--- config.mk ---
export PLATFORM = sky130hd
export DESIGN_NAME = sfc_frame_core
export DESIGN_NICKNAME = d
export VERILOG_FILES = /design/src/hw/rtl/sfc_pkg.sv /design/src/hw/rtl/sfc_frame_core.sv
export SDC_FILE = /design/constraint.sdc
export NUM_CORES = 1
export LEC_CHECK = 0
export BUFFER_PORTS_ARGS = -buffer_cell sky130_fd_sc_hd__buf_2
export CORE_MARGIN = 2
export CORE_UTILIZATION = 65
export CTS_BUF_LIST = sky130_fd_sc_hd__clkbuf_4 sky130_fd_sc_hd__clkbuf_8
export DETAILED_ROUTE_END_ITERATION = 8
export HOLD_SLACK_MARGIN = 0.06
export PLACE_DENSITY = 0.85
export SETUP_SLACK_MARGIN = 0.05
export SYNTH_ARGS = -nofsm -noshare
export SYNTH_HDL_FRONTEND = slang
export SYNTH_SLANG_ARGS = --single-unit
export TNS_END_PERCENT = 20
--- constraint.sdc ---
create_clock -name clk_i -period 4.9 [get_ports clk_i]
set_input_delay 0.49 -clock clk_i [delete_from_list [all_inputs] [get_ports clk_i]]
set_output_delay 0.49 -clock clk_i [all_outputs]
set_load 0.1 [all_outputs]
--- src/hw/rtl/sfc_pkg.sv ---
// ----------------------------------------------------------------------------
// sfc_pkg
// shared constants, types and the byte-wide crc-32 update for the
// status frame checker
// ----------------------------------------------------------------------------
package sfc_pkg;

  localparam int unsigned DataW     = 8;
  localparam int unsigned CountW    = 4;
  localparam int unsigned KindW     = 2;
  localparam int unsigned StatusW   = 3;
  localparam int unsigned CrcW      = 32;
  localparam int unsigned ApbAddrW  = 3;
  localparam int unsigned ApbDataW  = 32;

  localparam logic [CrcW-1:0]   CrcPoly        = 32'hEDB8_8320;
  localparam logic [CrcW-1:0]   CrcInit        = 32'hFFFF_FFFF;
  localparam logic [DataW-1:0]  Magic0         = 8'h4F;
  localparam logic [DataW-1:0]  Magic1         = 8'h54;
  localparam logic [DataW-1:0]  Magic2         = 8'h51;
  localparam logic [DataW-1:0]  Magic3         = 8'h30;
  localparam logic [DataW-1:0]  FrameBytes     = 8'd12;
  localparam logic [CountW-1:0] FrameCount     = 4'd12;
  localparam logic [CountW-1:0] CountMax       = 4'd15;
  localparam logic [CountW-1:0] CrcSpan        = 4'd8;
  localparam logic [CountW-1:0] ChecksumOffset = 4'd8;
  localparam logic [DataW-1:0]  KindMax        = 8'd3;
  localparam logic [DataW-1:0]  VersionReset   = 8'd1;

  // byte offsets inside the frame
  localparam logic [CountW-1:0] OffMagic0   = 4'd0;
  localparam logic [CountW-1:0] OffMagic1   = 4'd1;
  localparam logic [CountW-1:0] OffMagic2   = 4'd2;
  localparam logic [CountW-1:0] OffMagic3   = 4'd3;
  localparam logic [CountW-1:0] OffVersion  = 4'd4;
  localparam logic [CountW-1:0] OffLength   = 4'd5;
  localparam logic [CountW-1:0] OffKind     = 4'd6;
  localparam logic [CountW-1:0] OffReserved = 4'd7;

  // register index of expected_version
  localparam logic RegVersion = 1'b0;

  typedef enum logic [StatusW-1:0] {
    StOk         = 3'd0,
    StMalformed  = 3'd1,
    StBadVersion = 3'd2,
    StBadKind    = 3'd3,
    StReserved   = 3'd4,
    StCrcError   = 3'd5
  } status_e;

  typedef struct packed {
    status_e          status;
    logic [KindW-1:0] kind;
  } result_t;

  // reflected crc-32, one byte, lsb first
  function automatic logic [CrcW-1:0] crc32_byte(input logic [CrcW-1:0]  crc,
                                                 input logic [DataW-1:0] b);
    logic [CrcW-1:0] c;
    c = crc ^ {{(CrcW-DataW){1'b0}}, b};
    for (int i = 0; i < DataW; i++) begin
      c = c[0] ? ((c >> 1) ^ CrcPoly) : (c >> 1);
    end
    return c;
  endfunction

endpackage

--- src/hw/rtl/sfc_frame_core.sv ---
// ----------------------------------------------------------------------------
// sfc_frame_core
// per-frame state: byte position, running crc, received crc and fault
// flags; works out the frame status on the last byte
// ----------------------------------------------------------------------------
module sfc_frame_core (
  input  logic                        clk_i,
  input  logic                        rst_ni,
  input  logic                        step_i,
  input  logic [sfc_pkg::DataW-1:0]   data_i,
  input  logic                        last_i,
  input  logic [sfc_pkg::DataW-1:0]   version_i,
  output sfc_pkg::result_t            result_o
);

  logic [sfc_pkg::CountW-1:0] count_q, count_d;
  logic [sfc_pkg::CrcW-1:0]   crc_q, crc_d;
  logic [sfc_pkg::CrcW-1:0]   rx_crc_q, rx_crc_d;
  logic                       malformed_q, malformed_d;
  logic                       version_bad_q, version_bad_d;
  logic                       kind_bad_q, kind_bad_d;
  logic                       reserved_bad_q, reserved_bad_d;
  logic [sfc_pkg::KindW-1:0]  kind_q, kind_d;

  always_comb begin
    count_d        = count_q;
    crc_d          = crc_q;
    rx_crc_d       = rx_crc_q;
    malformed_d    = malformed_q;
    version_bad_d  = version_bad_q;
    kind_bad_d     = kind_bad_q;
    reserved_bad_d = reserved_bad_q;
    kind_d         = kind_q;

    unique case (count_q)
      sfc_pkg::OffMagic0:   if (data_i != sfc_pkg::Magic0) malformed_d = 1'b1;
      sfc_pkg::OffMagic1:   if (data_i != sfc_pkg::Magic1) malformed_d = 1'b1;
      sfc_pkg::OffMagic2:   if (data_i != sfc_pkg::Magic2) malformed_d = 1'b1;
      sfc_pkg::OffMagic3:   if (data_i != sfc_pkg::Magic3) malformed_d = 1'b1;
      sfc_pkg::OffVersion:  if (data_i != version_i) version_bad_d = 1'b1;
      sfc_pkg::OffLength:   if (data_i != sfc_pkg::FrameBytes) malformed_d = 1'b1;
      sfc_pkg::OffKind: begin
        if (data_i > sfc_pkg::KindMax) kind_bad_d = 1'b1;
        kind_d = data_i[sfc_pkg::KindW-1:0];
      end
      sfc_pkg::OffReserved: if (data_i != '0) reserved_bad_d = 1'b1;
      default: ;
    endcase

    // checksum bytes arrive little endian at offsets 8..11
    if (count_q[3:2] == sfc_pkg::ChecksumOffset[3:2]) begin
      unique case (count_q[1:0])
        2'd0:    rx_crc_d[7:0]   = rx_crc_q[7:0]   | data_i;
        2'd1:    rx_crc_d[15:8]  = rx_crc_q[15:8]  | data_i;
        2'd2:    rx_crc_d[23:16] = rx_crc_q[23:16] | data_i;
        default: rx_crc_d[31:24] = rx_crc_q[31:24] | data_i;
      endcase
    end

    if (count_q < sfc_pkg::CrcSpan) begin
      crc_d = sfc_pkg::crc32_byte(crc_q, data_i);
    end

    if (count_q != sfc_pkg::CountMax) begin
      count_d = count_q + 1'b1;
    end
  end

  always_comb begin
    result_o.kind = '0;
    priority if (count_d != sfc_pkg::FrameCount || malformed_d) begin
      result_o.status = sfc_pkg::StMalformed;
    end else if (version_bad_d) begin
      result_o.status = sfc_pkg::StBadVersion;
    end else if (kind_bad_d) begin
      result_o.status = sfc_pkg::StBadKind;
    end else if (reserved_bad_d) begin
      result_o.status = sfc_pkg::StReserved;
    end else if ((crc_d ^ sfc_pkg::CrcInit) != rx_crc_d) begin
      result_o.status = sfc_pkg::StCrcError;
    end else begin
      result_o.status = sfc_pkg::StOk;
      result_o.kind   = kind_d;
    end
  end

  always_ff @(posedge clk_i or negedge rst_ni) begin
    if (!rst_ni) begin
      count_q        <= '0;
      crc_q          <= sfc_pkg::CrcInit;
      rx_crc_q       <= '0;
      malformed_q    <= 1'b0;
      version_bad_q  <= 1'b0;
      kind_bad_q     <= 1'b0;
      reserved_bad_q <= 1'b0;
      kind_q         <= '0;
    end else if (step_i) begin
      if (last_i) begin
        // frame done, start clean
        count_q        <= '0;
        crc_q          <= sfc_pkg::CrcInit;
        rx_crc_q       <= '0;
        malformed_q    <= 1'b0;
        version_bad_q  <= 1'b0;
        kind_bad_q     <= 1'b0;
        reserved_bad_q <= 1'b0;
        kind_q         <= '0;
      end else begin
        count_q        <= count_d;
        crc_q          <= crc_d;
        rx_crc_q       <= rx_crc_d;
        malformed_q    <= malformed_d;
        version_bad_q  <= version_bad_d;
        kind_bad_q     <= kind_bad_d;
        reserved_bad_q <= reserved_bad_d;
        kind_q         <= kind_d;
      end
    end
  end

endmodule

==> metrics.md <==
| Metric | Value |
|---|---|
| Top cell type's share of synthesized area | 0.1783 |
| Routed Wire Length | roughly 18 mm |
| RSZ-0062 raised after global routing | false |
| # H-tree levels | 3 |
| Later-pin clock latency in the skew report | between 0.3 and 0.4 ns |
| Sink Count | between 70 and 80 |
| Top cells by area, synth | dfrtp_1 18%, dfstp_2 14%, xnor2_1 8.3% |
| Nets | 665 |
| CTS Hold Bufs | 0 |
| Initial Util | 0.6725 |
| EDFF count, synth | 0 |
| Largest net degree at the start of global routing | 75 |
| DRC Markers | 0 |
| CTS buffer count | 9 |
| Worst Path Buf+Inv | 1 |
| Ant. Diodes | 0 |
| Die ar. | 9844 um^2 |
| Type of the worst setup path | reg2out |
| R2R depth | 6 |
| Power per Cell Area | 720.9 nW/um^2 |
| CTS tree | built |
| Max-slew violations | 0 |
| DR vias/cell | just under 7 |
| Max Cap Violations | 0 |
| Clk slew on worst S/H paths | 0.09 ns |
| Hpwl dp | 12.65 mm |
| Worst ir drop on vdd | 0.3294 mV |
| ANT nets after route | 0 |
| Fin crit share | 0.9545 |
| Post-synth cell types | 72 |
| Worst-path cell with the longest stage delay | dfstp_2 |
| Max stage delay on crit path | 0.63 ns |
| Row count | 34 |
| Top cell family by delay on the critical path | XOR/XNOR gates |
| Core region area | between 8000 and 9000 um^2 |
| Vias | 5072 |
| Most used cell, CP | xor2_1 |
| Post-Place Setup Slack | 0.3613 ns |
| Cell Count, Final, Fillers Out | 753 |
| Flops & latches, synth | 74 |
| FFs w/ async S/R, synth | 1.000 |
| Post-Syn Area | 5893 um^2 |
| WP data arrival | between 4 and 5 ns |
| Status | finished, final reports clean |
| Routability Congestion | 1.018 |
| Post-route setup slack | 0.2230 ns |
| Vias in the first global route | just under 5000 |
| Critical path depth | 9 |
| GRT overflow | 0 |
| Synth Instances | 629 |
| Area Overhead vs Synth | 7.070% |
| Worst slew pin tran | a little over 1 ns |
| Setup Viol. Count Final | 0 |
| PortBufs | 24 |
| Worst-path fanout max | 7 |
| Pleak | 2.725 nW |
| Wire per inst | 23.36 um |
| Number of fill cells | around 660 |
| Worst Hold Class | in2async |
| Most common cell after layout, fill and taps aside | nor2_1 |
| Initial antenna violation count | 0 |
| Startpoint types | register |
| Die width | just under 100 um |
| Commonest cells after routing, fill and taps aside | 78 x nor2_1, 76 x a21oi_1, 56 x xnor2_1 |
| Die Ht | a little under 100 um |
| Clock tree buffer depth | 2 |
| Ys flop type | dfrtp_1 |
| Net Count, Synth | 654 |
| Syn Area/Cell | 9.369 um^2 |
| I/O pins | 25 |
| First-pass GRT wire length | 27.61 mm |
| Cell taking the most area after synthesis | dfrtp_1 |
| Reg area | approximately 1900 um^2 |
| Footprint of the multi-input gates | 3742 um^2 |
| Final hold violation count | 0 |
| DRT Pass-1 Iters | 5 |
| CP cell instances | xor2_4 > xnor3_2 > xor2_1 > xor2_1 > or4_1 > o31a_1 > or3_1 > nor4_2 > buf_4 |
| Dpl cells | 737 |
| Slew HR | 0.3136 |
| Synth warn | 0 |
| Shortest period the worst path allows | around 4.7 ns |
| Share of layout cells above drive strength 1 | 0.1907 |
| Total global-route track usage | 0.3714 |
| Worst clock skew | around 0.012 ns |
| Max Clk Rate | about 210 MHz |
| Worst endpoint required time | 4.41 ns |
| Starting DRC count in detailed routing | 405 |
| CTS root buffer | clkbuf_8 |
| Crit. End Element | primary output |
| Post-synthesis sequential area ratio | 0.3210 |
==> sequential cells by signal, summed over array words and instances (netlist names) <==
register        cells
kind_q              2
count_q             4
malformed_q         1
reserved_bad_q      1
crc_q              32
kind_bad_q          1
rx_crc_q           32
version_bad_q       1
==> power by group <==
group / internal (mW) / leakage (nW) / total, mW / switching, mW
Combinational: 1.47 / 1.71 / 3.02 / 1.56
Clock: 0.293 / 0.102 / 0.540 / 0.247
Sequential: 0.805 / 0.916 / 0.984 / 0.179
Total: 2.56 / 2.72 / 4.55 / 1.98
==> timing repair <==
action,CTS,global route
endpoints found under the setup margin,0,3
setup buffers,0,0
resized for setup,0,8
==> metrics by stage <==
stage | hold WS (ns) | TNS (ns) | utilization | cell area, um^2 | total power, mW
after floorplan | 0.1944 | -0.5462 | - | 5906 | 3.275
after global placement | 0.4765 | 0 | 0.6932 | 6075 | 3.905
after detailed placement | 0.4893 | 0 | 0.6932 | 6075 | 3.932
after CTS | 0.3058 | 0 | 0.7186 | 6297 | 4.496
after global routing | 0.3603 | 0 | 0.7200 | 6310 | 4.800
final | 0.2680 | 0 | 0.7200 | 6310 | 4.549
==> metal layers <==
layer  vias up  share of wire  global-route usage
met1      2429           0.39              0.4993
met5         -              0                   0
met3        81           0.10             0.06676
li1       2247              -                   -
met4         0          0.060              0.2065
met2       315           0.45              0.5712
==> layout make-up <==
type	instances	area share
Multi-Input combinational cell	501	0.5931
Clock inverter	6	0.01448
Tap cell	108	0.02142
Clock buffer	10	0.02082
Inverter	11	0.006544
Sequential cell	74	0.3002
Timing Repair Buffer	43	0.04343
==> kinds of logic (layout without fill, tap and decap cells) <==
group / count (synthesis) / in the layout / share of synthesized area
simple gates: 203 / 203 / 0.1773
compound gates: 159 / 159 / 0.1703
xor+xnor: 128 / 128 / 0.2635
flops: 74 / 74 / 0.3210
buf+inv: 54 / 70 / 0.04692
mux: 6 / 6 / 0.01040
fa+ha+maj: 5 / 5 / 0.01062
==> synthesized netlist by cell type, drive strengths merged (14+ instances only) <==
library cell / instances
xnor3: 20
nor2: 78
nand2: 25
a31oi: 14
and2: 14
xnor2: 65
xor2: 40
a21oi: 76
dfstp: 32
nor3: 19
clkbuf: 37
dfrtp: 42
==> path summary, 6_finish.rpt <==
check | from | end | slack, ns
max | crc_q[1]$_DFFE_PN1P_ | result_o[1] | 0.22
min | rst_ni | version_bad_q$_DFFE_PN0P_ | 0.27
max reg2reg | crc_q[1]$_DFFE_PN1P_ | crc_q[23]$_DFFE_PN1P_ | 2.11
min reg2reg | rx_crc_q[18]$_DFFE_PN0P_ | rx_crc_q[18]$_DFFE_PN0P_ | 0.51
max in group asynchronous | rst_ni | count_q[1]$_DFFE_PN0P_ | 4.00
min in group clk_i | last_i | kind_q[1]$_DFFE_PN0P_ | 0.44
(Power assumes the default switching activity.)
